<file path="src/hdl/qsl_pkg.sv">
// ----------------------------------------------------------------------------
// qsl_pkg : shared types and constants for the quaternion slerp unit
// Fixed-point formats, CORDIC angle table and result status codes.
// ----------------------------------------------------------------------------
package qsl_pkg;

  localparam int FRAC_BITS_DEF    = 14;
  localparam int CORDIC_STEPS_DEF = 16;

  localparam int Q_W      = 16;            // quaternion component, Q1.14
  localparam int BLEND_W  = 17;            // blend factor, Q1.16
  localparam int OUT_FRAC = 14;
  localparam int DOT_W    = 30;            // clamped dot, Q28 signed
  localparam int PW       = 58;            // (1-d)(1+d) in Q56
  localparam int M2W      = 64;            // sum of squares of the blend
  localparam int NW       = 31;            // blend in Q26, signed
  localparam int QB       = OUT_FRAC + 1;  // quotient bits of the normaliser
  localparam int VXW      = 32;            // vectoring CORDIC x / y
  localparam int TW       = 34;            // theta, Q32 radians
  localparam int AW       = 35;            // scaled angle, Q32 radians
  localparam int ZW       = 37;            // CORDIC angle accumulator

  localparam logic [BLEND_W-1:0] BLEND_ONE = BLEND_W'(65536);

  localparam logic [63:0] PI_Q60      = 64'h3243F6A8885A308D;
  localparam logic [63:0] PI_Q32      = (PI_Q60 + (64'd1 << 27)) >> 28;
  localparam logic [63:0] HALF_PI_Q32 = (PI_Q60 + (64'd1 << 28)) >> 29;
  localparam logic [63:0] INVK_Q32    = 64'h9B74EDA8;

  typedef enum logic [1:0] {
    ST_INTERP = 2'd0,
    ST_START  = 2'd1,
    ST_DEGEN  = 2'd2
  } status_t;

  // atan(2^-i) in Q32 radians, rounded to nearest
  function automatic logic [63:0] atan_q32(input int i);
    logic [63:0] v;
    case (i)
      0:       v = 64'd3373259426;
      1:       v = 64'd1991351318;
      2:       v = 64'd1052175346;
      3:       v = 64'd534100635;
      4:       v = 64'd268086748;
      5:       v = 64'd134174063;
      6:       v = 64'd67103403;
      7:       v = 64'd33553749;
      8:       v = 64'd16777131;
      9:       v = 64'd8388597;
      10:      v = 64'd4194303;
      default: v = 64'd1 << (32 - i);
    endcase
    return v;
  endfunction

endpackage

</file>
<file path="src/hdl/qsl_isqrt_cell.sv">
// ----------------------------------------------------------------------------
// qsl_isqrt_cell : one root bit of a digit-by-digit integer square root
// Subtract the trial value when it fits, then hand remainder and root on.
// ----------------------------------------------------------------------------
module qsl_isqrt_cell
  import qsl_pkg::*;
#(
  parameter int W   = 58,
  parameter int POS = 0
) (
  input  logic         clk,
  input  logic         ce,
  input  logic [W-1:0] n_in,
  input  logic [W-1:0] r_in,
  output logic [W-1:0] n_out,
  output logic [W-1:0] r_out
);

  localparam logic [W-1:0] B = W'(1) << (2 * POS);

  logic [W-1:0] trial;
  assign trial = r_in + B;

  always_ff @(posedge clk) begin
    if (ce) begin
      if (n_in >= trial) begin
        n_out <= n_in - trial;
        r_out <= (r_in >> 1) + B;
      end else begin
        n_out <= n_in;
        r_out <= r_in >> 1;
      end
    end
  end

endmodule

</file>
<file path="config.mk">
export PLATFORM = sky130hd
export DESIGN_NAME = qsl_isqrt_cell
export DESIGN_NICKNAME = d
export VERILOG_FILES = /design/src/hdl/qsl_pkg.sv /design/src/hdl/qsl_isqrt_cell.sv
export SDC_FILE = /design/constraint.sdc
export NUM_CORES = 1
export LEC_CHECK = 0
export BUFFER_PORTS_ARGS = -buffer_cell sky130_fd_sc_hd__buf_2
export CAP_MARGIN = 20
export CORE_MARGIN = 4
export CORE_UTILIZATION = 40
export CTS_CLUSTER_SIZE = 25
export DETAILED_ROUTE_END_ITERATION = 10
export SLEW_MARGIN = 20
export SYNTH_ARGS = -nofsm -noshare
export SYNTH_HDL_FRONTEND = slang
export SYNTH_SLANG_ARGS = --single-unit
</file>
<file path="constraint.sdc">
create_clock -name clk -period 5.3 [get_ports clk]
set_input_delay 0.53 -clock clk [delete_from_list [all_inputs] [get_ports clk]]
set_output_delay 0.53 -clock clk [all_outputs]
set_load 0.02 [all_outputs]
</file>
After elaboration in Yosys (flattened, before gate mapping)
Index checks and enable logic that the tools add are counted. W data, S select, Z words.

$lt $le $gt $ge: 1. Bitwise gates (word level): 0. Shift operators: 0. Add/sub/neg operators: 3. Divide/modulo/power cells: 0. Muxes and demuxes: 2. Reduce and logical (&&, ||, !) cells: 0. Multipliers: 0. Equality and inequality tests: 0.

Operators with widths (number): $add A57 B1 Y58 const B (1); $add A58 B1 Y58 const B (1); $ge A58 B58 Y1 (1); $mux W58 (1); $sub A58 B58 Y58 (1); $mux W57 (1).

Register bits after elaboration: 116. Bits in writable memories: 0. Logic and storage cells: 9. Memories kept: 0. Bits in read-only memories: 0. Bits in latches: 0. Output and inout bits: 116.

Logic depth before layout (Yosys ltp)
Depth in word-level cells: 3. Mapped depth: 24. Mapped depth without buffers: 21.

Least setup slack after synthesis
No wires, ideal clock.

Kind: input-to-reg. Start point: input r_in[25]. End point: register n_out[13], data pin. Required time: 5.040 ns. Stages on the path: 22. Setup time: 0.260 ns. Arrival time: 4.638 ns. Setup slack: 0.402 ns. Path buffers: 3. Path through: buf_4 -> nand4_2 -> nor2_2 -> and3_4 -> nand2_2 -> nor2_4 -> nand4_1 -> or3_1 -> nor4_1 -> nand2_1 -> xor2_1 -> ha_1 -> nand2_1 -> nor2_1 -> nand2_1 -> nor4_1 -> a41o_1 -> a21oi_1 -> o21ba_1 -> buf_6 -> buf_2 -> mux2_2.

Word-level cells in the longest chain between the ends: 3.

RTL lines: from (decl) (RTL line qsl_isqrt_cell.sv:14) `input logic [W-1:0] r_in,`; $add A58 B1 Y58 (RTL line qsl_isqrt_cell.sv:22) `assign trial = r_in + B;`; $ge A58 B58 Y1 (RTL line qsl_isqrt_cell.sv:26) `if (n_in >= trial) begin`; $mux W58 (RTL line qsl_isqrt_cell.sv:26); to (signal assigned) (RTL line qsl_isqrt_cell.sv:27) `n_out <= n_in - trial;`; to (signal assigned) (RTL line qsl_isqrt_cell.sv:30) `n_out <= n_in;`; to (decl) (RTL line qsl_isqrt_cell.sv:15) `output logic [W-1:0] n_out,`.

No other way between the ends. A chain may end at the register's enable or synchronous reset.

Worst setup path after layout
Start point: input r_in[26]. End point: register r_out[54], data pin.

Word-level cells in the longest chain between the ends: 3. Elaborated cells on any way between the ends: 4. Those cells by class: add/sub: 2; order compare: 1; mux: 1.

RTL lines: $add A58 B1 Y58 (RTL line qsl_isqrt_cell.sv:22); $ge A58 B58 Y1 (RTL line qsl_isqrt_cell.sv:26); $mux W57 (*) (RTL line qsl_isqrt_cell.sv:26); to (signal assigned) (RTL line qsl_isqrt_cell.sv:28) `r_out <= (r_in >> 1) + B;`; to (signal assigned) (RTL line qsl_isqrt_cell.sv:31) `r_out <= r_in >> 1;`; to (decl) (RTL line qsl_isqrt_cell.sv:16) `output logic [W-1:0] r_out`.

Mark *: on every way between the ends. The rest lies on a longest branch, timed or not.

==> qor_table.md <==
| Metric | This run |
|:---|:---|
| Sinks on the clock net | 116 |
| Maximum fanout count along the critical path | 10 |
| DRC violations left | 0 |
| Area enclosed by the die boundary | 27200 um2 |
| Post-synth EDFFs | 116 |
| Power density of the placed cells | 282 nW/um2 |
| Nets | 1551 |
| Number of inserted filler cells in the final layout | 2311 |
| Number of antenna cells inserted | 0 |
| Maximum number of pins on one net before global-route repair | 78 |
| Cell count after placement | 1677 |
| Top-level I/O count | 234 |
| Leading cell types in the layout, fill and taps excluded | buf_2 (232), nor2_1 (141), edfxtp_1 (116), a21oi_1 (115) |
| Number of buffers on the longest clock path | 2 |
| Synthesized net count | 1284 |
| Most used flip-flop cell after synthesis | edfxtp_1 |
| Clock Tree Root | clkbuf_16 |
| Number of nets still failing antenna checks after routing | 0 |
| Library cell with the largest summed area after synthesis | edfxtp_1 |
| Remaining global-route overflow | 0 |
| Routed wire length | 33500 um |
| Fin. max-slew vios | 0 |
| Post-CTS Setup Bufs | 0 |
| Cell count of the worst hold path | 2 |
| Largest voltage drop on the vdd net | 0.190 mV |
| Share of synthesized registers carrying an async set or reset | 0 |
| Avg Inst Size Synth | 8.92 um2 |
| Unique cell type count in the Yosys netlist | 78 |
| Clock buffers created by TritonCTS | 17 |
| Initial drt markers | 671 |
| Relative slew margins | 0.339 |
| Drt via density | 5.44 |
| Synthesis-to-layout area growth | 25.2% |
| Ratio of cells with drive above 1 in the final layout | 0.277 |
| Endpoint kind of the worst setup timing path | register |
| Startpoint of the worst hold path | n_in[38] |
| Initial standard-cell utilization of the core | 0.406 |
| Core region area | 24200 um2 |
| Count of yosys warnings during synthesis | 0 |
| Cell Rows | 57 |
| Most frequent standard cell in the layout excluding fill and tap cells | buf_2 |
| Width of the die | 165 um |
| Setup repair after global routing missed its margin | no |
| Number of gates given a new drive strength after cts | 0 |
| Cell area after synthesis | 9850 um2 |
| Global router's overall resource usage | 0.242 |
| Total chip power | 3.48 mW |
| Global-route wire length before repair | 50000 um |
| Worst Tran Pin Value | 0.991 ns |
| Total number of vias | 9289 |
| Die boundary height | 165 um |
| Arrival time of the worst setup path | 5.12 ns |
| First-pass iteration count of the detailed router | 7 |
| Post-layout instance count excluding filler cells | 1708 |
| Clock-pin slew of the registers on the worst-case setup and hold paths | 0.06 ns |
| Crit path from | r_in[26] |
| Number of buffer cells added on primary ports | 233 |
| Minimum period implied by the final worst setup slack | 4.95 ns |
| Proportion of netlist area held by the largest area contributor | 0.354 |
| Hold Crit Endpoint | n_out[38] |
| Run status | complete, no violations |
| Cell types occupying the most area after synthesis | edfxtp_1 (35%), xnor2_1 (8.7%), ha_1 (7.6%), xor2_1 (6.1%), a21oi_1 (5.8%) |
| Via count of the first global-routing pass | 8954 |
| Sequential-to-total area share from yosys stat | 0.354 |
| Clock tree from TritonCTS | yes |
| Critical Path Source Type | input port |
| Routed wire length per instance | 19.6 um |
| Final count of hold timing violations | 0 |
| Hold WC Path Type | input port to register |
| Max H-tree Level | 4 |
| Part of the cycle the worst path needs | 0.934 |
| Routability cong. | 0.984 |
| Hpwl dp | 27500 um |
| Setup Viol. Count Final | 0 |
| Final standard cell area without fillers | 12300 um2 |
| Cell area reported after detailed placement | 11700 um2 |
| Max capacitance violation total | 0 |
| Critical setup path kind | input port to register |
| Number of instances in the synthesized netlist | 1105 |
| Required time at the endpoint of the critical path | 5.47 ns |
| Synthesis-stage register bit count | 116 |
| Leakage power | 4.98 nW |
| Hold_buf cts | 0 |
| Number of antenna violations at the first check in global routing | 1 |
| Highest clock frequency the design can meet | 0.202 GHz |
[layer usage]
metal | vias up | track usage | wire [um]
li1 | 4534 | - | -
met1 | 4315 | 0.318 | 14300
met2 | 376 | 0.394 | 15800
met3 | 62 | 0.0447 | 2330
met4 | 2 | 0.0930 | 1060
met5 | - | 0 | 7
[area by class of cell]
cell class              count  area (um2)  share of cell area
repair buffers            305        1760               0.143
well taps                 324         405              0.0329
clock buffers              18         429              0.0348
inverters                  24        90.1             0.00730
flip-flops and latches    116        3480               0.282
clock inverters            13         165              0.0134
multi-input cells         908        6000               0.487
[cells by family (layout without fill, tap and decap cells)]
logic type / count (synthesis) / count (layout) / synth area share
XOR/XNOR: 167 / 167 / 0.148
flip-flops: 116 / 116 / 0.354
AND/OR/NAND/NOR: 425 / 425 / 0.209
multiplexers: 12 / 12 / 0.0137
adder cells (fa/ha/maj): 61 / 61 / 0.0782
AO/OA/AOI/OAI: 243 / 243 / 0.157
buffers and inverters: 81 / 360 / 0.0397
[worst max-delay path: stages]
cell	delay [ns]
buf_2	0.14
nand4_2	0.15
nor2_2	0.13
and3_4	0.24
nand2_2	0.08
nor2_4	0.12
nand4_1	0.16
or3_1	0.42
buf_4	0.18
nor3_1	0.22
xnor2_1	0.13
ha_1	0.39
nand4_1	0.23
or3_1	0.41
or3_1	0.32
o22ai_1	0.28
o21ba_4	0.24
buf_12	0.13
and2_1	0.30
nand3_1	0.15
xnor2_1	0.15
[metrics by stage]
stage	utilization	worst slack [ns]	TNS (ns)	hold WS (ns)
2_1_floorplan	-	0.402	0	0.642
3_3_place_gp	0.483	0.100	0	0.865
3_5_place_dp	0.483	-0.0268	-0.168	0.859
4_1_cts	0.508	0.384	0	0.420
5_1_grt	0.509	0.0126	0	0.432
6_report	0.509	0.351	0	0.428
[cell usage after synthesis (21+ instances only)]
library cell and instances:
a21o_1 23, ha_1 60, buf_2 21, nand4_1 39, xnor2_1 98, nor2_1 141, clkbuf_1 25, o21ai_0 33
nand2_1 99, edfxtp_1 116, nor3_1 21, xor2_1 69, nand3_1 45, inv_1 24, a21oi_1 115
[power by group]
group          internal, mW  leakage, nW  switching (mW)
logic                 0.420         3.55           0.673
clock network         0.774        0.286           0.440
registers              1.14         1.14          0.0314
total                  2.34         4.98            1.14
[flip-flops by register name, summed over array words and instances, names as in the netlist]
| register | count |
|---|---|
| r_out | 58 |
| n_out | 58 |
[worst max path at each step]
stage                            to  depth (start not counted)
after floorplan           n_out[13]                         22
after global placement    r_out[57]                         21
after detailed placement   n_out[3]                         21
after CTS                  n_out[3]                         21
after global routing      r_out[54]                         20
final                     r_out[54]                         21
Power figures use the tool's default switching activity.
