`config.mk`:
```
export PLATFORM = sky130hd
export DESIGN_NAME = qsl_div_cell
export DESIGN_NICKNAME = d
export VERILOG_FILES = /design/src/hdl/qsl_pkg.sv /design/src/hdl/qsl_div_cell.sv
export SDC_FILE = /design/constraint.sdc
export NUM_CORES = 1
export LEC_CHECK = 0
export ABC_AREA = 1
export BUFFER_PORTS_ARGS = -buffer_cell sky130_fd_sc_hd__buf_4
export CAP_MARGIN = 20
export CORE_AREA = 2 2 85 169
export CTS_CLUSTER_SIZE = 28
export DETAILED_ROUTE_END_ITERATION = 16
export DIE_AREA = 0 0 87 171
export PLACE_DENSITY = 0.77
export RECOVER_POWER = 25
export SLEW_MARGIN = 20
export SYNTH_ARGS = -nofsm -noshare
export SYNTH_HDL_FRONTEND = slang
export SYNTH_SLANG_ARGS = --single-unit
export TNS_END_PERCENT = 10
```
`constraint.sdc`:
```
create_clock -name clk -period 2.6 [get_ports clk]
set_input_delay 0.26 -clock clk [delete_from_list [all_inputs] [get_ports clk]]
set_output_delay 0.26 -clock clk [all_outputs]
set_load 0.01 [all_outputs]
```
`src/hdl/qsl_pkg.sv`:
```
// ----------------------------------------------------------------------------
// qsl_pkg : shared types and constants for the quaternion slerp unit
// Fixed-point formats, CORDIC angle table and result status codes.
// ----------------------------------------------------------------------------
package qsl_pkg;

  localparam int FRAC_BITS_DEF    = 14;
  localparam int CORDIC_STEPS_DEF = 16;

  localparam int Q_W      = 16;            // quaternion component, Q1.14
  localparam int BLEND_W  = 17;            // blend factor, Q1.16
  localparam int OUT_FRAC = 14;
  localparam int DOT_W    = 30;            // clamped dot, Q28 signed
  localparam int PW       = 58;            // (1-d)(1+d) in Q56
  localparam int M2W      = 64;            // sum of squares of the blend
  localparam int NW       = 31;            // blend in Q26, signed
  localparam int QB       = OUT_FRAC + 1;  // quotient bits of the normaliser
  localparam int VXW      = 32;            // vectoring CORDIC x / y
  localparam int TW       = 34;            // theta, Q32 radians
  localparam int AW       = 35;            // scaled angle, Q32 radians
  localparam int ZW       = 37;            // CORDIC angle accumulator

  localparam logic [BLEND_W-1:0] BLEND_ONE = BLEND_W'(65536);

  localparam logic [63:0] PI_Q60      = 64'h3243F6A8885A308D;
  localparam logic [63:0] PI_Q32      = (PI_Q60 + (64'd1 << 27)) >> 28;
  localparam logic [63:0] HALF_PI_Q32 = (PI_Q60 + (64'd1 << 28)) >> 29;
  localparam logic [63:0] INVK_Q32    = 64'h9B74EDA8;

  typedef enum logic [1:0] {
    ST_INTERP = 2'd0,
    ST_START  = 2'd1,
    ST_DEGEN  = 2'd2
  } status_t;

  // atan(2^-i) in Q32 radians, rounded to nearest
  function automatic logic [63:0] atan_q32(input int i);
    logic [63:0] v;
    case (i)
      0:       v = 64'd3373259426;
      1:       v = 64'd1991351318;
      2:       v = 64'd1052175346;
      3:       v = 64'd534100635;
      4:       v = 64'd268086748;
      5:       v = 64'd134174063;
      6:       v = 64'd67103403;
      7:       v = 64'd33553749;
      8:       v = 64'd16777131;
      9:       v = 64'd8388597;
      10:      v = 64'd4194303;
      default: v = 64'd1 << (32 - i);
    endcase
    return v;
  endfunction

endpackage

```
`src/hdl/qsl_div_cell.sv`:
```
// ----------------------------------------------------------------------------
// qsl_div_cell : one quotient bit of a restoring divider
// Take the shifted divisor off the remainder when it fits and set the bit.
// ----------------------------------------------------------------------------
module qsl_div_cell
  import qsl_pkg::*;
#(
  parameter int DW  = 47,
  parameter int VW  = 32,
  parameter int BIT = 0
) (
  input  logic          clk,
  input  logic          ce,
  input  logic [DW-1:0] rem_in,
  input  logic [VW-1:0] div_in,
  input  logic [QB-1:0] q_in,
  output logic [DW-1:0] rem_out,
  output logic [VW-1:0] div_out,
  output logic [QB-1:0] q_out
);

  logic [DW-1:0] trial;
  assign trial = DW'(div_in) << BIT;

  always_ff @(posedge clk) begin
    if (ce) begin
      div_out <= div_in;
      if (rem_in >= trial) begin
        rem_out <= rem_in - trial;
        q_out   <= q_in | (QB'(1) << BIT);
      end else begin
        rem_out <= rem_in;
        q_out   <= q_in;
      end
    end
  end

endmodule

```
# Word level (Yosys, flattened, before mapping)
# Index checks and enable logic that the tools add are counted.
[op_classes] n_addsub=1 order_cmp=1 mux=1
[op_table] operator="$ge A47 B32 Y1" count=1
[op_table] operator="$mux W47" count=1
[op_table] operator="$sub A47 B32 Y47" count=1
[word_totals] reg_bits=94 input_bits=96 wordCells=7

# Depth between registers and ports, before layout
# Gate-level depths: netlist of the first run.
[logic_depth] depth_word=2 ltp_mapped=17

# Worst setup path before layout of the first run
# No wires, ideal clock.
[synth_timing] kind="input port to flip-flop" start="in rem_in[0]" end="reg rem_out[32], data pin" arrival_ns=1.790 slack_ns=0.561 stages=16 path_cell_list="inv_1 ha_1 inv_1 fa_1 nand3_1 nand3_1 nand2_1 nand2_1 nand2_1 nand2_1 nand3b_1 nand2_1 nand2_1 nand2_1 nand2_1 inv_2"
[synth_between] elab_chain_cells=2 word_cells_on_any_way=3 classes_between="add/sub (1); order compare (1); mux (1)"
[synth_rtl] element="start, declared" line="qsl_div_cell.sv:14" text="input logic [DW-1:0] rem_in,"
[synth_rtl] element="$sub A47 B32 Y47 or $ge A47 B32 Y1 (tied branches)" line="qsl_div_cell.sv:29, qsl_div_cell.sv:28"
[synth_rtl] element="$mux W47 *" line="qsl_div_cell.sv:28" text="if (rem_in >= trial) begin"
[synth_rtl] element="end signal, assigned" line="qsl_div_cell.sv:29" text="rem_out <= rem_in - trial;"
[synth_rtl] element="end signal, assigned" line="qsl_div_cell.sv:32" text="rem_out <= rem_in;"
[synth_rtl] element="end, declared" line="qsl_div_cell.sv:17" text="output logic [DW-1:0] rem_out,"
# Mark *: on every way between the ends. The rest lies on a longest branch, timed or not.
# A chain may end at the register's enable or synchronous reset.

# Worst setup path in the final report of the first run
# Ends and elaborated chain as after synthesis.

==> metrics.md, run 1 <==
| Metric | Value |
|---|---|
| Root buf cell | `clkbuf_16` |
| Register area | `2820 um^2` |
| Avg WL per Cell | `16.4 um` |
| Final hold vios | `0` |
| Antenna violations before repair | `0` |
| Global route overflow | `0` |
| Antenna-violating nets left | `0` |
| Hpwl dp | `19.4 mm` |
| Min setup slack post-route | `134 ps` |
| Setup bufs post-CTS | `0` |
| Register area share after synthesis | `39.2%` |
| Sw frac | `31.4%` |
| Drt drc | `0` |
| Setup CP Type | `primary input to flip-flop` |
| Cell row count | `61` |
| HP Class | `primary input to flip-flop` |
| Sw power | `1460 uW` |
| Vias in the first global route | `7298` |
| Clock Power Share | `29.0%` |
| Pin count of the biggest net entering global routing | `53` |
| Share of cells above drive strength 1 | `21.1%` |
| Synthesized Nets | `1184` |
| CTS clk-pin slew, worst paths | `70 ps` |
| Worst Tran Pin Value | `1180 ps` |
| H-tree depth | `3` |
| Die height | `171 um` |
| Routed WL | `23.6 mm` |
| Flops & latches, synth | `94` |
| RD Place Congestion | `0.919` |
| Synth cell types | `27` |
| Startpoint class of the critical path | `primary input` |
| RSZ-0062 raised after global routing | `no` |
| Final setup violating endpoints | `0` |
| Num Clock Sinks | `94` |
| # Max-Cap Violations | `0` |
| Seq pwr share | `41.3%` |
| Post_cts resized | `0` |
| # diodes | `0` |
| Layout area overhead | `28.3%` |
| Post-Synthesis Cell Area | `7210 um^2` |
| Die Width | `87 um` |
| Combinational fraction of design power | `29.8%` |
| Via density | `5.11` |
| Die area | `14900 um^2` |
| Multi-input gate area | `3460 um^2` |
| Peak supply drop | `0.369 mV` |
| GRT Overall Usage | `32.1%` |
| Outcome | `finished, final reports clean` |
| Dpl ws | `-160 ps` |
| Initial DRC count | `433` |
| # hold bufs at CTS | `0` |
| Filler Cell Count | `1174` |
| CP max FO | `5` |
| NumNets Final | `1408` |
| Part of the cycle the worst path needs | `94.8%` |
| Achievable Freq | `406 MHz` |
| Slew Limit Fails | `0` |
| Mapped Avg Cell Area | `6.83 um^2` |
| Core area | `13700 um^2` |
| Top Ports | `190` |
| Yosys warns | `0` |
| Critical Path RT | `2720 ps` |
| IO Port Bufs | `189` |
| PwrDens | `502 nW/um^2` |
| Starting density of the core | `52.8%` |
| CTS Buffer Depth | `2` |
| Hold WS | `102 ps` |
| Crit end category | `flip-flop` |
| LEAKAGE | `0.00494 uW` |
| DRT Pass-1 Iters | `5` |
| Critical Path AT | `2590 ps` |
| Number of buffers created by CTS | `9` |
| Syn Inst Count | `1055` |
| P_int | `3190 uW` |
| First-pass GRT wire length | `36.1 mm` |
| Final min period | `2470 ps` |
| CTS tree | `yes` |
| Vias | `7360` |
| Max-slew headroom | `21.2%` |
==> critical path, cell delays in order <==
cell,delay [ps]
buf_4,110
inv_1,50
ha_1,140
inv_1,90
fa_1,500
nand3_1,140
nand3_1,170
nand2_1,100
nand2_1,110
nand2_1,80
nand2_1,200
nand3b_1,310
nand2_1,90
nand2_1,70
nand2_1,60
nand2_1,80
inv_2,40
==> path summary, 6_finish.rpt <==
path  slack, ps       from  depth (start not counted)          end
max         130  rem_in[0]                         17  rem_out[32]
min         100    q_in[8]                          1     q_out[8]
==> cells by family (layout without fill, tap and decap cells) <==
group	Yosys count	after routing	synth area share (%)
AOI/OAI and AO/OA	30	30	2.76
DFF	94	94	39.2
buffers and inverters	231	460	12.8
and+or+nand+nor	648	648	37.2
xor gates and xnor gates	19	19	2.31
adders and majority gates	33	33	5.83
==> cells in the mapped netlist <==
library cell,instances,area [um^2]
nand3_1,53,265
nor3_2,2,20.0
buf_6,7,78.8
or2_2,1,6.26
inv_2,8,30.0
nor2_2,6,37.5
clkinv_1,2,7.51
or2_1,1,6.26
nand2_1,456,1710
nand2_4,1,11.3
nor4_1,1,6.26
nor3_1,8,40.0
nor2_1,83,312
nand2_2,10,62.6
nand4_1,14,87.6
inv_1,214,803
edfxtp_1,94,2820
nand3b_1,1,7.51
ha_1,32,400
nand3_2,2,20.0
a21oi_1,17,85.1
nor2_4,3,33.8
fa_1,1,20.0
and2_1,5,31.3
a21oi_2,13,114
xor2_1,19,166
nor2_8,1,20.0
==> registers in the layout, indices dropped and copies added (netlist names) <==
register	flops
rem_out	47
q_out	15
div_out	32
==> routing by layer <==
metal  GRT usage, %  up-vias  wire length, um
li1               -     3670                -
met1           35.2     3323             8610
met2           58.1      310            12300
met3           4.49       57             1460
met4           16.8        0             1210
met5              0        -                0
==> per-stage QoR <==
stage | TNS (ps) | power, uW | instances | instance area [um^2] | utilization, %
6_report | 0 | 4650 | 1441 | 9250 | 67.7
5_1_grt | 0 | 4860 | 1441 | 9250 | 67.7
4_1_cts | 0 | 4660 | 1441 | 9290 | 68.0
3_5_place_dp | -655 | 3330 | 1425 | 9000 | 65.9
3_3_place_gp | -204 | 3290 | 1425 | 9000 | 65.9
2_1_floorplan | 0 | 2660 | 1055 | 7210 | -
==> power groups by stage <==
stage	logic (uW)	clock network [uW]	registers [uW]
6_report	1380	1350	1920
3_5_place_dp	1380	0	1950
2_1_floorplan	625	0	2030
5_1_grt	1530	1400	1930
4_1_cts	1390	1360	1920
3_3_place_gp	1350	0	1940
==> cell usage in the layout, fill, tap and decap left out, types with 3 or more instances in the layout <==
master and count:
buf_4 171, nand3_1 53, nor2_2 6, xor2_1 19
clkinv_2 3, nor2_4 3, nand4_1 14, ha_1 32
a21oi_1 17, inv_2 8, nand2_2 10, clkbuf_1 12
clkbuf_4 35, a21oi_2 13, edfxtp_1 94, nand2_1 456
nor2_1 83, clkbuf_16 9, nor3_1 8, and2_1 5
inv_1 214
==> area by class of cell <==
type                            count  area share [%]
Multi-Input combinational cell    730            37.5
Sequential cell                    94            30.5
Timing Repair Buffer              220            17.7
Inverter                          224            9.09
Clock buffer                       10            2.48
Tap cell                          157            2.12
Clock inverter                      6           0.663
(Power assumes the default switching activity.)
==> inputs of run 2 (changes only) <==
==> constraint.sdc (replaced) <==
create_clock -name clk -period 2.6 [get_ports clk]
set_input_delay 0.52 -clock clk [delete_from_list [all_inputs] [get_ports clk]]
set_output_delay 0.52 -clock clk [all_outputs]
set_load 0.01 [all_outputs]
==> run 2 against run 1 <==
Compared with the run above: sequential share of layout area is 2.1 points lower; setup slack worse by 48 ps; cell area is 7.4% higher; highest routed layer unchanged.
==> metrics.md, run 2 (synthesis gave the netlist of run 1 again) <==
| Metric | Value |
|---|---|
| Most frequent cells in the layout | `nand2_1 (455), buf_4 (253), inv_1 (214) (was nand2_1 (456), inv_1 (214), buf_4 (171))` |
| Critical Path AT | `2740 ps (was 2590 ps)` |
| Global route overflow | `0 (unchanged)` |
| DRT Pass-1 Iters | `6 (was 5)` |
| RD Place Congestion | `0.978 (was 0.919)` |
| CTS Buffer Depth | `2 (unchanged)` |
| Layout area overhead | `37.8% (was 28.3%)` |
| Hpwl dp | `20.3 mm (was 19.4 mm)` |
| Via density | `5.17 (was 5.11)` |
| Die height | `171 um (unchanged)` |
| HP Class | `primary input to flip-flop (unchanged)` |
| NumNets Final | `1491 (was 1408)` |
| Hold depth | `1 (unchanged)` |
| Number of buffers created by CTS | `9 (unchanged)` |
| Die area | `14900 um^2 (unchanged)` |
| # diodes | `0 (unchanged)` |
| CTS clk-pin slew, worst paths | `70 ps (about the same)` |
| Cell row count | `61 (unchanged)` |
| Initial DRC count | `509 (was 433)` |
| Avg WL per Cell | `16.8 um (was 16.4 um)` |
| Area of placed instances | `9610 um^2 (was 9000 um^2)` |
| IO Port Bufs | `189 (unchanged)` |
| CP max FO | `18 (was 5)` |
| Worst Hold Endpoint | `div_out[5] (was q_out[8])` |
| Setup CP Type | `primary input to flip-flop (unchanged)` |
| Vias | `7881 (was 7360)` |
| Slew Limit Fails | `0 (unchanged)` |
| Crit end category | `flip-flop (unchanged)` |
| Biggest regs | `rem_out x47, div_out x32, q_out x15 (unchanged)` |
| Most common cell after layout, fill and taps aside | `nand2_1 (unchanged)` |
| Hold wc startpoint | `div_in[5] (was q_in[8])` |
| Starting density of the core | `52.8% (unchanged)` |
| RSZ-0062 raised after global routing | `no (unchanged)` |
| Share of cells above drive strength 1 | `26.5% (was 21.1%)` |
| Final min period | `2510 ps (was 2470 ps)` |
| CTS tree | `yes (unchanged)` |
| Core area | `13700 um^2 (unchanged)` |
| H-tree depth | `3 (unchanged)` |
| Pin count of the biggest net entering global routing | `54 (was 53)` |
| Peak supply drop | `0.313 mV (was 0.369 mV)` |
| Min setup slack post-route | `85.8 ps (was 134 ps)` |
| Final hold vios | `0 (unchanged)` |
| Multi-input gate area | `3500 um^2 (was 3460 um^2)` |
| Achievable Freq | `398 MHz (was 406 MHz)` |
| Register area | `2820 um^2 (unchanged)` |
| # Max-Cap Violations | `0 (unchanged)` |
| Post-route cell area | `9930 um^2 (was 9250 um^2)` |
| Antenna-violating nets left | `0 (unchanged)` |
| Root buf cell | `clkbuf_16 (unchanged)` |
| Filler Cell Count | `1089 (was 1174)` |
| Die Width | `87 um (unchanged)` |
| Final Total Pwr | `4880 uW (was 4650 uW)` |
| Dpl ws | `-452 ps (was -160 ps)` |
| Worst Tran Pin Value | `1390 ps (was 1180 ps)` |
| Max reg flops | `47 (unchanged)` |
| Antenna violations before repair | `0 (unchanged)` |
| GRT Overall Usage | `34.4% (was 32.1%)` |
| Outcome | `finished, final reports clean (unchanged)` |
| Top Ports | `190 (unchanged)` |
| PwrDens | `492 nW/um^2 (was 502 nW/um^2)` |
| LEAKAGE | `0.00535 uW (was 0.00494 uW)` |
| First-pass GRT wire length | `38.8 mm (was 36.1 mm)` |
| Final setup violating endpoints | `0 (unchanged)` |
| Routed WL | `25.6 mm (was 23.6 mm)` |
| Max-slew headroom | `7.22% (was 21.2%)` |
| Critical Path RT | `2820 ps (was 2720 ps)` |
| Vias in the first global route | `7934 (was 7298)` |
| Part of the cycle the worst path needs | `96.7% (was 94.8%)` |
| Top reg by flops | `rem_out (unchanged)` |
| Num Clock Sinks | `94 (unchanged)` |
| Drt drc | `0 (unchanged)` |
| Startpoint class of the critical path | `primary input (unchanged)` |
==> run 2: metal layers <==
layer  vias up  GRT usage [%]  wire length (um)
met5         -              0                 0
met4         0           19.4              1470
met3        98           4.53              1610
met2       391           61.6             13300
met1      3542           37.8              9240
li1       3850              -                 -
==> run 2: how the worst max path moves through the flow <==
stage | startpoint | end | depth (start not counted)
after floorplan | rem_in[0] | rem_out[32] | 16
after global placement | rem_in[23] | rem_out[25] | 12
after detailed placement | rem_in[30] | rem_out[25] | 12
after CTS | rem_in[2] | rem_out[22] | 12
after global routing | div_in[16] | rem_out[25] | 15
final | div_in[16] | rem_out[26] | 15
==> run 2: repair_timing <==
action,in CTS,in global routing
endpoints found under the hold margin,0,0
pin swaps,0,2
gates resized for setup,2,4
endpoints found under the setup margin,38,25
buffers inserted,0,1
cloned,1,1
hold buffers,0,0
==> run 2: stage by stage <==
stage	setup TNS (ps)	utilization [%]	instances	hold WS (ps)
after detailed placement	-17500	70.4	1505	700
after floorplan	0	-	1055	619
final	0	72.7	1524	346
after CTS	-0.634	72.7	1522	332
after global placement	-13570	70.4	1505	698
after global routing	0	72.7	1524	349
==> run 2: worst max-delay path, cell delays in order <==
cell      delay [ps]
clkbuf_4         110
inv_1             40
ha_1             330
nand2_1           90
nor2_1           320
nand2_1          140
nor2_1           150
buf_4            140
nand2_1          100
nor2_4           270
nor3_2            90
nand2_4          100
buf_12           160
nand2_1           90
nand2_1           70
==> run 2: layout make-up <==
cell class / count / area share, %
timing repair buffer: 301 / 22.8
inverter: 224 / 8.47
clock buffer: 9 / 2.27
clock inverter: 7 / 0.819
multi-input combinational: 732 / 35.3
sequential: 94 / 28.4
tap: 157 / 1.98
==> run 2: power breakdown <==
part,switching [uW],total (uW),internal (uW)
logic,872,1560,690
registers,53.8,1920,1870
clock network,638,1400,758
