--- src/hdl/qsl_pkg.sv ---
// ----------------------------------------------------------------------------
// qsl_pkg : shared types and constants for the quaternion slerp unit
// Fixed-point formats, CORDIC angle table and result status codes.
// ----------------------------------------------------------------------------
package qsl_pkg;

  localparam int FRAC_BITS_DEF    = 14;
  localparam int CORDIC_STEPS_DEF = 16;

  localparam int Q_W      = 16;            // quaternion component, Q1.14
  localparam int BLEND_W  = 17;            // blend factor, Q1.16
  localparam int OUT_FRAC = 14;
  localparam int DOT_W    = 30;            // clamped dot, Q28 signed
  localparam int PW       = 58;            // (1-d)(1+d) in Q56
  localparam int M2W      = 64;            // sum of squares of the blend
  localparam int NW       = 31;            // blend in Q26, signed
  localparam int QB       = OUT_FRAC + 1;  // quotient bits of the normaliser
  localparam int VXW      = 32;            // vectoring CORDIC x / y
  localparam int TW       = 34;            // theta, Q32 radians
  localparam int AW       = 35;            // scaled angle, Q32 radians
  localparam int ZW       = 37;            // CORDIC angle accumulator

  localparam logic [BLEND_W-1:0] BLEND_ONE = BLEND_W'(65536);

  localparam logic [63:0] PI_Q60      = 64'h3243F6A8885A308D;
  localparam logic [63:0] PI_Q32      = (PI_Q60 + (64'd1 << 27)) >> 28;
  localparam logic [63:0] HALF_PI_Q32 = (PI_Q60 + (64'd1 << 28)) >> 29;
  localparam logic [63:0] INVK_Q32    = 64'h9B74EDA8;

  typedef enum logic [1:0] {
    ST_INTERP = 2'd0,
    ST_START  = 2'd1,
    ST_DEGEN  = 2'd2
  } status_t;

  // atan(2^-i) in Q32 radians, rounded to nearest
  function automatic logic [63:0] atan_q32(input int i);
    logic [63:0] v;
    case (i)
      0:       v = 64'd3373259426;
      1:       v = 64'd1991351318;
      2:       v = 64'd1052175346;
      3:       v = 64'd534100635;
      4:       v = 64'd268086748;
      5:       v = 64'd134174063;
      6:       v = 64'd67103403;
      7:       v = 64'd33553749;
      8:       v = 64'd16777131;
      9:       v = 64'd8388597;
      10:      v = 64'd4194303;
      default: v = 64'd1 << (32 - i);
    endcase
    return v;
  endfunction

endpackage

--- src/hdl/qsl_cordic_cell.sv ---
// ----------------------------------------------------------------------------
// qsl_cordic_cell : one CORDIC micro-rotation
// Vectoring drives y towards zero; rotation drives z towards zero.
// ----------------------------------------------------------------------------
module qsl_cordic_cell
  import qsl_pkg::*;
#(
  parameter int XW        = 32,
  parameter int STEP      = 0,
  parameter bit VECTORING = 1'b0
) (
  input  logic                 clk,
  input  logic                 ce,
  input  logic signed [XW-1:0] x_in,
  input  logic signed [XW-1:0] y_in,
  input  logic signed [ZW-1:0] z_in,
  output logic signed [XW-1:0] x_out,
  output logic signed [XW-1:0] y_out,
  output logic signed [ZW-1:0] z_out
);

  localparam logic signed [ZW-1:0] ANGLE = ZW'(atan_q32(STEP));

  logic signed [XW-1:0] dx, dy;
  logic                 turn_pos;

  assign dx       = y_in >>> STEP;
  assign dy       = x_in >>> STEP;
  assign turn_pos = VECTORING ? !(y_in > 0) : (z_in >= 0);

  always_ff @(posedge clk) begin
    if (ce) begin
      if (turn_pos) begin
        x_out <= x_in - dx;
        y_out <= y_in + dy;
        z_out <= z_in - ANGLE;
      end else begin
        x_out <= x_in + dx;
        y_out <= y_in - dy;
        z_out <= z_in + ANGLE;
      end
    end
  end

endmodule

--- config.mk ---
export PLATFORM = sky130hd
export DESIGN_NAME = qsl_cordic_cell
export DESIGN_NICKNAME = d
export VERILOG_FILES = /design/src/hdl/qsl_pkg.sv /design/src/hdl/qsl_cordic_cell.sv
export SDC_FILE = /design/constraint.sdc
export NUM_CORES = 1
export LEC_CHECK = 0
export BUFFER_PORTS_ARGS = -buffer_cell sky130_fd_sc_hd__buf_2
export CORE_ASPECT_RATIO = 0.75
export CORE_MARGIN = 4
export CORE_UTILIZATION = 35
export DETAILED_ROUTE_END_ITERATION = 10
export SLEW_MARGIN = 20
export SYNTH_ARGS = -nofsm -noshare
export SYNTH_HDL_FRONTEND = slang
export SYNTH_SLANG_ARGS = --single-unit
--- constraint.sdc ---
create_clock -name clk -period 8.5 [get_ports clk]
set_clock_uncertainty 0.1 [all_clocks]
set_input_delay 0.425 -clock clk [delete_from_list [all_inputs] [get_ports clk]]
set_output_delay 0.425 -clock clk [all_outputs]
set_load 0.1 [all_outputs]
* Word level (Yosys, flattened, before mapping)
Cells that the tools add are included.
** Cells by class
- Add/sub/neg operators :: 5
- Multipliers :: 0
- Divide/modulo/power cells :: 0
- $lt $le $gt $ge :: 1
- Equality and inequality tests :: 0
- Shifts and indexed selects :: 0
- Mux-type cells :: 3
- Bitwise logic cells :: 0
- Reductions and logical operators :: 0
** Operators by type and width (number)
- 32-bit 2-to-1 mux :: 2
- 32-bit subtractor :: 2
- 37-bit by 33-bit adder with 37-bit output, second input constant :: 1
- 37-bit by 1-bit >= comparator with 1-bit output, second input constant :: 1
- 37-bit 2-to-1 mux :: 1
- 37-bit by 33-bit subtractor with 37-bit output, second input constant :: 1
- 32-bit adder :: 1
** Word-level totals
- Flip-flop bits (word level) :: 101
- Latch bits :: 0
- Bits in writable memories :: 0
- ROM bits :: 0
- Input bits :: 103
- Output and inout bits :: 101
- Word-level logic and storage cells :: 12
- Memories kept :: 0

* Longest topological paths before layout
Gate-level depths: netlist of the first run.
- Word-level depth :: 2
- Gate-level depth with buffers :: 13
- Mapped depth without buffers :: 12

* Worst setup path before layout of the first run
No wires, ideal clock.
- Kind :: input to register
- From :: input z_in[36]
- To :: register z_out[29] (data pin)
- Library setup time :: 0.263 ns
- Arrival time :: 3.616 ns
- Required time :: 8.137 ns
- Slack :: 4.521 ns
- Stages :: 13
- Path buffers :: 2
- Cells stage by stage :: inv_1 > clkbuf_1 > buf_1 > ha_1 > a211oi_1 > o21ai_0 > a311oi_1 > o211ai_1 > a21oi_1 > o31a_2 > o21ai_0 > a21oi_1 > xnor2_1
** Between the ends
- Cells in the longest elaborated chain, start to end :: 2
** RTL lines
- start: declaration :: RTL line qsl_cordic_cell.sv:16 : input logic signed [ZW-1:0] z_in,
- 37-bit by 1-bit >= comparator with 1-bit output :: RTL line qsl_cordic_cell.sv:29 : assign turn_pos = VECTORING ? !(y_in > 0) : (z_in >= 0);
- 37-bit 2-to-1 mux :: RTL line qsl_cordic_cell.sv:33 : if (turn_pos) begin
- end signal: assignment :: RTL line qsl_cordic_cell.sv:36 : z_out <= z_in - ANGLE;
- end signal: assignment :: RTL line qsl_cordic_cell.sv:40 : z_out <= z_in + ANGLE;
- end: declaration :: RTL line qsl_cordic_cell.sv:19 : output logic signed [ZW-1:0] z_out
Every way passes these cells.
A chain may end at the register's enable or synchronous reset.

* Worst setup path after layout of the first run
Ends and elaborated chain as after synthesis.

==> results of run 1 <==
==> placed cells by master (no fill, tap or decap), types with 12 or more instances in the layout <==
cell and instances:
a21oi_1 135, buf_2 201, mux2i_1 12, a211oi_1 14, inv_1 93, ha_1 131
nand2_1 57, nor2_1 95, a21o_1 34, xor2_1 18, nand4_1 13, o211ai_1 13
nor3_1 24, o31ai_1 12, edfxtp_1 100, nand2b_1 13, o21ai_0 87, xnor2_1 72
nand3_1 18, o21a_1 19, o21bai_1 15, nor2b_1 20
==> critical path, stage by stage <==
cell	delay, ps
buf_4	220
inv_2	150
fa_1	440
a211oi_1	270
o21ai_0	170
a311oi_1	710
o211ai_1	250
a21oi_1	310
o31a_2	210
o21ai_0	70
a21oi_1	190
xnor2_1	90
==> metal layers <==
metal	GRT usage	share of wire	vias to the layer above
li1	-	-	4578
met1	0.3023	0.50	4429
met2	0.2848	0.42	379
met3	0.03126	0.079	16
met4	0.03699	0.0087	0
met5	0	0	-
==> per-stage QoR <==
stage          hold slack (ps)  worst slack [ps]  instance area (um2)  utilization
3_5_place_dp             506.2              4712                11460       0.4047
2_1_floorplan            423.9              4521                10150            -
5_1_grt                  139.2              4749                11730       0.4143
4_1_cts                  136.4              5074                11730       0.4143
3_3_place_gp             502.8              4733                11460       0.4047
6_report                 153.0              4970                11730       0.4143
==> flip-flops by register name (all words and copies together) (netlist names) <==
name,cells
x_out,32
y_out,31
z_out,37
==> how the worst max path moves through the flow <==
stage | slack [ps] | cells after the start | end | start
6_report | 4970 | 12 | z_out[29]$_DFFE_PP_ | z_in[36]
5_1_grt | 4750 | 11 | z_out[36]$_DFFE_PP_ | z_in[36]
4_1_cts | 5070 | 12 | z_out[36]$_DFFE_PP_ | z_in[36]
3_5_place_dp | 4710 | 12 | z_out[36]$_DFFE_PP_ | z_in[36]
3_3_place_gp | 4730 | 12 | y_out[31]$_DFFE_PP_ | x_in[10]
2_1_floorplan | 4520 | 13 | z_out[29]$_DFFE_PP_ | z_in[36]
==> cell families (layout without fill, tap and decap cells) <==
group	Yosys count	after routing	synth area share
fa+ha+maj	135	135	0.1694
simple gates	280	280	0.1342
mux	12	12	0.01184
xor+xnor	90	90	0.07768
buf+inv	145	319	0.05684
compound gates	407	407	0.2541
flops	100	100	0.2959
==> cell type report <==
cell class              count  area, um2
clock inverters             5      37.54
repair buffers            206       1044
clock buffers              11      232.7
flip-flops and latches    100       3003
fillers                  2866      16590
inverters                  97      364.1
well taps                 385      481.7
multi-input cells         924       6568
==> power by group through the flow <==
stage | Clock [uW] | Combinational, uW | Sequential [uW]
2_1_floorplan | 0 | 432 | 1280
3_3_place_gp | 0 | 1280 | 697
3_5_place_dp | 0 | 1280 | 697
4_1_cts | 410 | 1290 | 686
5_1_grt | 429 | 1360 | 689
6_report | 403 | 1290 | 684
==> results.txt, run 1 <==
* Hold buffers post-CTS: 0
- Dividing the synthesized area by the synthesized cell count gives 8.680 um2.
- Maximum vdd ir drop: 0.1156 mV
* Critical path startpoint category: input pin
* Half-perimeter wire length after detailed placement: 25,800 um
- Worst slew margin relative to its limit: 0.3587
* I/O Buffers: 203
- After the last flow step, the layout net total stands at 1,576.
- Required time reported for the critical path endpoint: 8490 ps
- Min Clock Period, post-route: 3531 ps
- Routability-driven placement finished with a final weighted congestion of 0.9211.
- Max Cap Violations: 0
* Hold path depth: 1
- The startpoint identified for the worst hold timing path is z_in[0].
- Sw Share: 0.5195
- By instance count, the leading cell after synthesis is a21oi_1.
- Number of global-route vias before repair: 8,863
* Main flop type after synthesis: edfxtp_1
- In this run the deepest clock path goes through 2 buffers.
- The number of antenna violations at the first check in global routing came to 0.
- Detailed-route wire length: 32,010 um
* Cell type contributing the most total cell area after synthesis: edfxtp_1
* Via count normalized by instance count: 5.441
* Cells taking the most area after synthesis: edfxtp_1 (30%), ha_1 (16%), a21oi_1 (6.7%)
- TritonCTS built the clock tree.
* Cell Count Post-Placement: 1,712
* Number of H-tree levels: 3
- Number of top-level pins: 204
- For this run, the total global-route usage over all layers was measured as 0.1946.
- Counting the buffers created by CTS gives 9.
- Setup Buffers After CTS: 0
* Combinational group share of total power: 0.543
- After detailed routing, the number of remaining DRC violations is 0.
- Global-route wire length before repair: 49,430 um
- Clock-pin transition on the worst setup and hold timing paths: 70 ps
* Part of the cycle the worst path needs: 0.4154
- Worst setup path class: in -> reg
- Max-slew violation count: 0
- Sequential share of power: 0.287
- Largest driver fanout on the critical path: 15
* Pleak: 0.005202 uW
- Of the cells placed in the final design, the portion with a size suffix greater than 1 is 0.1765.
* Area share of the leading cell type in the synthesized netlist: 0.2959
* Area of the core: 28,320 um2
* Die boundary height: 155.5 um
- The die is 204.6 um wide.
* Run status: completed
* Clock share of power: 0.169
* Arrival time at the worst endpoint: 3520 ps
- Counting distinct cell types in the post-synthesis netlist gives 75.
* PD cells: 202.7 nW/um2
- The synthesized design contains 100 enable-type register cells.
- Core Rows: 53
* Iteration count of the initial detailed-routing pass: 5
* Crit path capture type: flip-flop
- Num Clock Sinks: 100
- Cells after synthesis: 1,169
- Gates resized during post-CTS repair numbered 0.
- After synthesis, the share of flip-flops with an asynchronous set or reset is 0.
- Antenna viol nets, final: 0
- Maximum number of pins on one net before global-route repair: 86
- From synthesis to final layout, the design area changed by 15.60%.
- Total die area: 31,810 um2
- Synth warn: 0
- Kind of path behind the tightest hold check: in -> reg
* Unrepaired setup endpoints after global routing: false
* Antenna cell count: 0
- For this block, the initial DRC count from the detailed router was 867.
- Net count after synthesis: 1,407
- Max Freq: 283.2 MHz
* Most used standard cells in the synthesized netlist: a21oi_1 (135), ha_1 (131), edfxtp_1 (100)
* Sum of negative setup slack: 0 ps
* Wire length per cell: 18.52 um
- Transition time at the pin with the least slew margin: 961.9 ps
- Hold-critical path endpoint: z_out[0]$_DFFE_PP_
* Synthesized flop and latch total: 100
* Overflow left after global routing: 0
- Total number of vias: 9,402
- The internal portion of the total power is 1143 uW.
- Setup-violating endpoint count in the final report: 0
- The initial utilization of the core area, before any placement, comes to 0.3584.
- Final Total Pwr: 2378 uW
* Switching power: 1235 uW
- Root buffer cell: clkbuf_16
- The number of hold violations in the final report came to 0.
- The synthesized netlist occupies a cell area of 10,150 um2.
* Final non-filler cell total: 1,728
* Sequential share of the synthesized area: 0.2959
No activity file was read; power rests on OpenSTA's default activity.
==> run 2: changes to the inputs <==
==> constraint.sdc (replaced) <==
create_clock -name clk -period 3 [get_ports clk]
set_clock_uncertainty 0.1 [all_clocks]
set_input_delay 0.15 -clock clk [delete_from_list [all_inputs] [get_ports clk]]
set_output_delay 0.15 -clock clk [all_outputs]
set_load 0.1 [all_outputs]
==> run 2 against run 1 <==
- global-route usage is 0.94 points higher
- total power grew to 3.0 times the previous value
- via count is 4.8% higher
- routed wire length rose by 3.8%
- cell area rose by 10%
- critical path depth grew 2
- hold slack got worse by 48 ps
- sequential share of layout area shrank 2.4 points
- combinational power rose to 3.0 times the previous value
- core utilization up 4.3 points
- non-clock buffer count increased by 151
- die area stayed put
==> results.txt, run 2 (synthesis gave the netlist of run 1 again) <==
- Worst setup path class: in -> reg
- The chip height is 155.5 um (unchanged).
- The number of ports placed on the die boundary came to 204 (unchanged).
- z_out holds more flip-flops than any other register.
- The share of post-route cells with drive strength above 1 was 0.2624 (+0.08591).
- The area of the core is 28,320 um2 (unchanged).
- TritonCTS built the clock tree.
* Internal cell power: 3528 uW (+210%)
- Most common cell after layout, fill and taps aside: buf_2
- The worst stage delay on the critical path is 380 ps (-330 ps).
- The post-detailed-route via-to-cell ratio came to 5.244 (-3.6%).
- Cell area after layout: 12,940 um2 (+10%)
- The largest registers in the layout are z_out x37, x_out x32, y_out x31.
* Max-slew violation count: 0 (unchanged)
- The maximum buffer depth of the clock tree came to 2 (unchanged).
* I/O Buffers: 203 (unchanged)
* Largest register FFs: 37 (unchanged)
- Worst slew margin relative to its limit: 0.6309 (+0.2722)
- The filler cell count in the final layout is 2,856 (-0.35%).
- Number of DRC violations after detailed-routing iteration 0: 889 (+2.5%)
- The number of global-route vias before repair is 9,319 (+5.1%).
- The run finished with clean final reports.
- Kind of path behind the tightest hold check: in -> reg
- Antenna viol nets, final: 0 (unchanged)
- The met2 global-route usage came to 0.2890 (+0.004267).
* Overflow left after global routing: 0 (unchanged)
* GRT met3 Usage: 0.04105 (+0.009794)
* Sequential share of power: 0.272 (-0.015)
* Final nets: 1,727 (+9.6%)
- The fraction of power spent switching nets came to 0.5010 (-0.01852).
* Global-route wire length before repair: 52,040 um (+5.3%)
- Largest driver fanout on the critical path: 4 (-11)
* Iteration count of the initial detailed-routing pass: 6 (+1)
- Slowest cell on the critical path: fa_1
- The switching power was 3542 uW (+190%).
- The clock group share of total power is 0.172 (+0.003).
- Clock-pin transition on the worst setup and hold timing paths: 80 ps (about the same)
* Arrival time at the worst endpoint: 2890 ps (-630 ps)
* Cells along the critical path: buf_2, inv_1, ha_1, fa_1, nand2b_1, a21oi_2, o311ai_1, buf_4, and2_1, o21bai_1, a31oi_1, o311ai_1, o21ai_0, xnor2_1
- The pin count of the biggest net entering global routing was 48 (-44%).
- The static power due to leakage is 0.005958 uW (+15%).
- The worst setup path is launched from an input pin.
- The DRC violations left came to 0 (unchanged).
- The cell area power density was 546.4 nW/um2 (+170%).
- Die width: 204.6 um (unchanged)
* Max Freq: 348.0 MHz
* Routability Congestion: 0.9633 (+4.6%)
* Number of H-tree levels: 3 (unchanged)
* Total number of vias: 9,854 (+4.8%)
- After global routing, the most crowded layer is met1.
- Detailed-route wire length: 33,240 um (+3.8%)
- Crit path capture type: flip-flop
- Maximum vdd ir drop: 0.2658 mV (+130%)
- Antenna cell count: 0 (unchanged)
- The slew at the pin closest to its max-slew limit came to 547.9 ps (-414.0 ps).
- Final non-filler cell total: 1,879 (+8.7%)
- Required time reported for the critical path endpoint: 3010 ps (-5480 ps)
- Total GRT Usage: 0.2040 (+0.009393)
* Wire length per cell: 17.69 um (-4.5%)
- Worst-case setup slack after placement: -298.8 ps (-5011 ps)
- Final WS setup: 126.2 ps (-4843 ps)
- Core Rows: 53 (unchanged)
* Most used cells in the layout excluding fill and tap cells: buf_2 (201), buf_4 (153), a21oi_1 (133)
- Min Clock Period, post-route: 2874 ps
- Setup Buffers After CTS: 0 (unchanged)
- Layout overhead on the synthesized area: 27.52%
* Part of the cycle the worst path needs: 0.9579
- Post-DP Area: 12,620 um2 (+10%)
* Final hold violations: 0 (unchanged)
* Post-route core utilization: 0.4570 (+0.04273)
- The total power of the final layout is 7070 uW (+200%).
* Setup-violating endpoint count in the final report: 0 (unchanged)
- The routing usage on met1 is 0.3218 (+0.01942).
* Combinational group share of total power: 0.556 (+0.013)
- The cell that appears most often on the critical path is o311ai_1.
* Cell Count Post-Placement: 1,862 (+8.8%)
- Max Cap Violations: 0 (unchanged)
* Root buffer cell: clkbuf_16
* Initial antenna violation count: 0 (unchanged)
- Number of buffers added by the clock tree synthesis step: 9 (unchanged)
* Initial cell density of the core: 0.3584 (unchanged)
- Setup repair after global routing left no endpoint under its margin.
- Total die area: 31,810 um2 (unchanged)
- The number of sinks driven by the clock tree came to 100 (unchanged).
- The detailed-placement wirelength estimate was 27,710 um (+7.4%).
==> run 2: stage by stage <==
step / setup TNS [ps] / hold slack [ps]
2_1_floorplan: 0 / 148.9
3_3_place_gp: -1563 / 227.7
6_report: 0 / 105.2
3_5_place_dp: -2295 / 228.4
4_1_cts: 0 / 98.85
5_1_grt: 0 / 106.8
==> run 2: critical path, delay by kind of cell <==
family / cells / cell delay, ps
xor gates and xnor gates: 1 / 150
adders and majority gates: 2 / 590
buffers and inverters: 3 / 300
AOI/OAI and AO/OA: 6 / 1340
and+or+nand+nor: 2 / 360
==> run 2: cell type report <==
cell class,instances,area [um2],share of cell area
sequential,100,3003,0.2321
tap,385,481.7,0.03723
inverter,97,364.1,0.02814
multi-input combinational,924,6586,0.5090
clock inverter,7,75.07,0.005802
timing repair buffer,357,2205,0.1704
clock buffer,9,225.2,0.01740
==> run 2: final timing paths <==
check                from  slack (ps)  cells past startpoint                   to
setup / recovery  x_in[0]         130                     14  x_out[20]$_DFFE_PP_
hold / removal         ce         110                      1   x_out[8]$_DFFE_PP_
==> run 2: power groups by stage <==
stage               clock network [uW]  logic, uW  registers, uW
floorplan                            0       1230           3620
global placement                     0       3900           1960
detailed placement                   0       3910           1960
CTS                               1260       3920           1930
global route                      1310       4160           1940
finish                            1220       3930           1920
==> run 2: repair_timing <==
| item | 4_1_cts | 5_1_grt |
|---|---|---|
| endpoints found under the setup margin | 0 | 3 |
| gates resized for setup | 0 | 3 |
| endpoints found under the hold margin | 1 | 0 |
| hold buffers | 1 | 0 |
==> run 2: layer usage <==
layer,part of all wire,vias to the layer above,wire length (um)
li1,-,4868,-
met3,0.089,28,2946
met2,0.41,393,13570
met4,0.012,0,384
met1,0.49,4565,16340
met5,0,-,0
==> run 3: changes to the inputs <==
--- a/config.mk
+++ b/config.mk
@@ -9,6 +9,7 @@
 export CORE_ASPECT_RATIO = 0.75
 export CORE_MARGIN = 4
 export CORE_UTILIZATION = 35
+export CTS_BUF_LIST = sky130_fd_sc_hd__clkbuf_8
 export DETAILED_ROUTE_END_ITERATION = 10
 export SLEW_MARGIN = 20
 export SYNTH_ARGS = -nofsm -noshare
==> run 3 against run 2 <==
- clock power shrank 24%
- routed wire length shrank 0.29%
- maximum frequency shrank 2.9%
- cell count is the same
- clock-buffer cell count is the same
- critical path depth shrank 1
- sequential power is essentially flat
- via count shrank 0.12%
- critical endpoint is now x_out[29]$_DFFE_PP_
==> results.txt, run 3 (synthesis gave the netlist of run 1 again) <==
* Setup Buffers After CTS: 0 (unchanged)
- Worst slew margin relative to its limit: 0.6315 (about the same)
* Maximum buffer depth of the clock tree: 2 (unchanged)
- Crit path capture type: flip-flop
- Sum of negative setup slack: 0 ps (unchanged)
- In this run the most critical hold path is launched from ce.
* Initial antenna violation count: 0 (unchanged)
- The final count of pins violating max slew was 0 (unchanged).
* Clock tree from TritonCTS: built
* Largest register FFs: 37 (unchanged)
* Number of global-route vias before repair: 9,314 (-0.054%)
- The DRC violations left was 0 (unchanged).
- The number of sinks driven by the clock tree is 100 (unchanged).
- Final non-filler cell total: 1,879 (unchanged)
* Arrival time at the worst endpoint: 3000 ps (+110 ps)
- Cells along the critical path: buf_2, inv_1, ha_1, nand2_1, o21ai_0, or4b_1, a211oi_1, buf_4, nor2_1, a21oi_1, o21a_1, a21oi_2, xnor2_1
* Max Freq: 338.0 MHz (-2.9%)
- The path with the worst hold slack has its endpoint at x_out[8]$_DFFE_PP_.
- The overflow left after global routing was 0 (unchanged).
* Pleak: 0.005911 uW (-0.79%)
* Die width: 204.6 um (unchanged)
- Clock-pin transition on the worst setup and hold timing paths: 100 ps (+20 ps)
- Area of the core: 28,320 um2 (unchanged)
- Register with the highest flop count: z_out
- The worst setup path is launched from an input pin.
- Slowest cell on the critical path: or4b_1
* Cell Count Post-Placement: 1,862 (unchanged)
- Via count normalized by instance count: 5.238 (-0.12%)
* Hold path depth: 1 (unchanged)
- The final estimated routing congestion in global placement is 0.9633 (unchanged).
- The library cell used most frequently in the layout, excluding fill and tap cells, is buf_2.
- The detailed-placement wirelength estimate came to 27,710 um (unchanged).
* PD cells: 528.0 nW/um2 (-3.4%)
* Total GRT Usage: 0.2031 (-0.0008929)
- The final setup violation count was 0 (unchanged).
* Number of top-level pins: 204 (unchanged)
* Worst-case hold slack: 70.38 ps (-34.82 ps)
- The total via count after detailed routing was 9,842 (-0.12%).
- Count of filler cells inserted in the layout: 2,869 (+0.46%)
* Required time reported for the critical path endpoint: 3050 ps (+40 ps)
* Worst setup path class: in -> reg
* Min Clock Period, post-route: 2959 ps (+84.94 ps)
- The share of post-route cells with drive strength above 1 was 0.2610 (-0.001339).
- Critical path origin: x_in[15]
* Number of buffers added by the clock tree synthesis step: 9 (unchanged)
* Total die area: 31,810 um2 (unchanged)
- The pin count of the biggest net entering global routing came to 48 (unchanged).
- Maximum vdd ir drop: 0.2397 mV (-9.8%)
- The routed length per instance came to 17.64 um (-0.29%).
* Regs by FF count: z_out x37, x_out x32, y_out x31
- Relative to the synthesized area, the layout overhead comes to 26.44%.
* Core Rows: 53 (unchanged)
- Final hold violations: 0 (unchanged)
* Detailed-route wire length: 33,140 um (-0.29%)
* Global-route wire length before repair: 51,770 um (-0.52%)
- The first-pass iteration count of the detailed router was 5 (-1).
- The slew at the pin closest to its max-slew limit was 550.2 ps (+2.279 ps).
- Most used cells in the layout excluding fill and tap cells: buf_2 (201), buf_4 (153), a21oi_1 (134)
- The top fanout value on the critical path came to 9 (+5).
- Largest incremental delay on the critical path: 550 ps (+170 ps)
* Run status: completed
- The initial standard-cell utilization of the core was 0.3584 (unchanged).
- Final nets: 1,727 (unchanged)
- The root buffer cell chosen for the clock tree is clkbuf_8.
- Setup repair after global routing left no endpoint under its margin.
* Number of DRC violations after detailed-routing iteration 0: 852 (-4.2%)
* Antenna cell count: 0 (unchanged)
- I/O Buffers: 203 (unchanged)
* Part of the cycle the worst path needs: 0.9862 (+0.02831)
* Die boundary height: 155.5 um (unchanged)
* Kind of path behind the tightest hold check: in -> reg
- Antenna viol nets, final: 0 (unchanged)
- The maximum level of the CTS H-tree came to 3 (unchanged).
* Max Cap Violations: 0 (unchanged)
## run 3: cell counts in the layout (fill, tap and decap cells not counted)
No cell type changed its count.
## run 3: power breakdown
| part | total (uW) | internal (uW) | switching (uW) |
|---|---|---|---|
| sequential | 1920 | 1850 | 65.8 |
| combinational | 3930 | 1020 | 2910 |
| clock | 922 | 389 | 533 |
| total | 6770 | 3260 | 3510 |
## run 3: layer usage
metal	global-route usage	part of all wire	routed length [um]
met5	0	0	0
met4	0.04209	0.015	497
met3	0.04438	0.092	3063
met2	0.2854	0.40	13370
met1	0.3167	0.49	16210
## run 3: worst max-delay path by stage
stage,to,slack (ps),depth (start not counted)
floorplan,z_out[29]$_DFFE_PP_,4,13
global placement,x_out[29]$_DFFE_PP_,-270,13
detailed placement,x_out[29]$_DFFE_PP_,-300,13
CTS,x_out[29]$_DFFE_PP_,140,13
global route,x_out[20]$_DFFE_PP_,10,14
finish,x_out[29]$_DFFE_PP_,40,13
## run 3: final cells by class
cell class              count  area [um2]  share of cell area
inverters                  97       364.1             0.02838
flip-flops and latches    100        3003              0.2341
clock buffers               9       123.9            0.009655
well taps                 385       481.7             0.03755
multi-input cells         924        6578              0.5127
clock inverters             7       75.07            0.005851
repair buffers            357        2205              0.1718
## run 3: worst max-delay path: cells and delay by family
| kind | cells | cell delay, ps |
|---|---|---|
| fa+ha+maj | 1 | 420 |
| simple gates | 3 | 730 |
| xor+xnor | 1 | 160 |
| compound gates | 5 | 1170 |
| buf+inv | 3 | 350 |
## run 3: metrics by stage
stage            util  cell area, um2  power, uW  setup WS (ps)
3_5_place_dp   0.4456           12620       5864         -298.8
3_3_place_gp   0.4456           12620       5858         -274.4
6_report       0.4531           12830       6774          41.25
4_1_cts        0.4530           12830       6810          142.3
5_1_grt        0.4531           12830       7110          12.30
2_1_floorplan       -           10160       4850          4.315
## run 3: what timing repair did
item,4_1_cts,5_1_grt
hold buffers,1,0
gates resized for setup,0,1
endpoints found under the hold margin,1,0
setup endpoints to repair,0,1
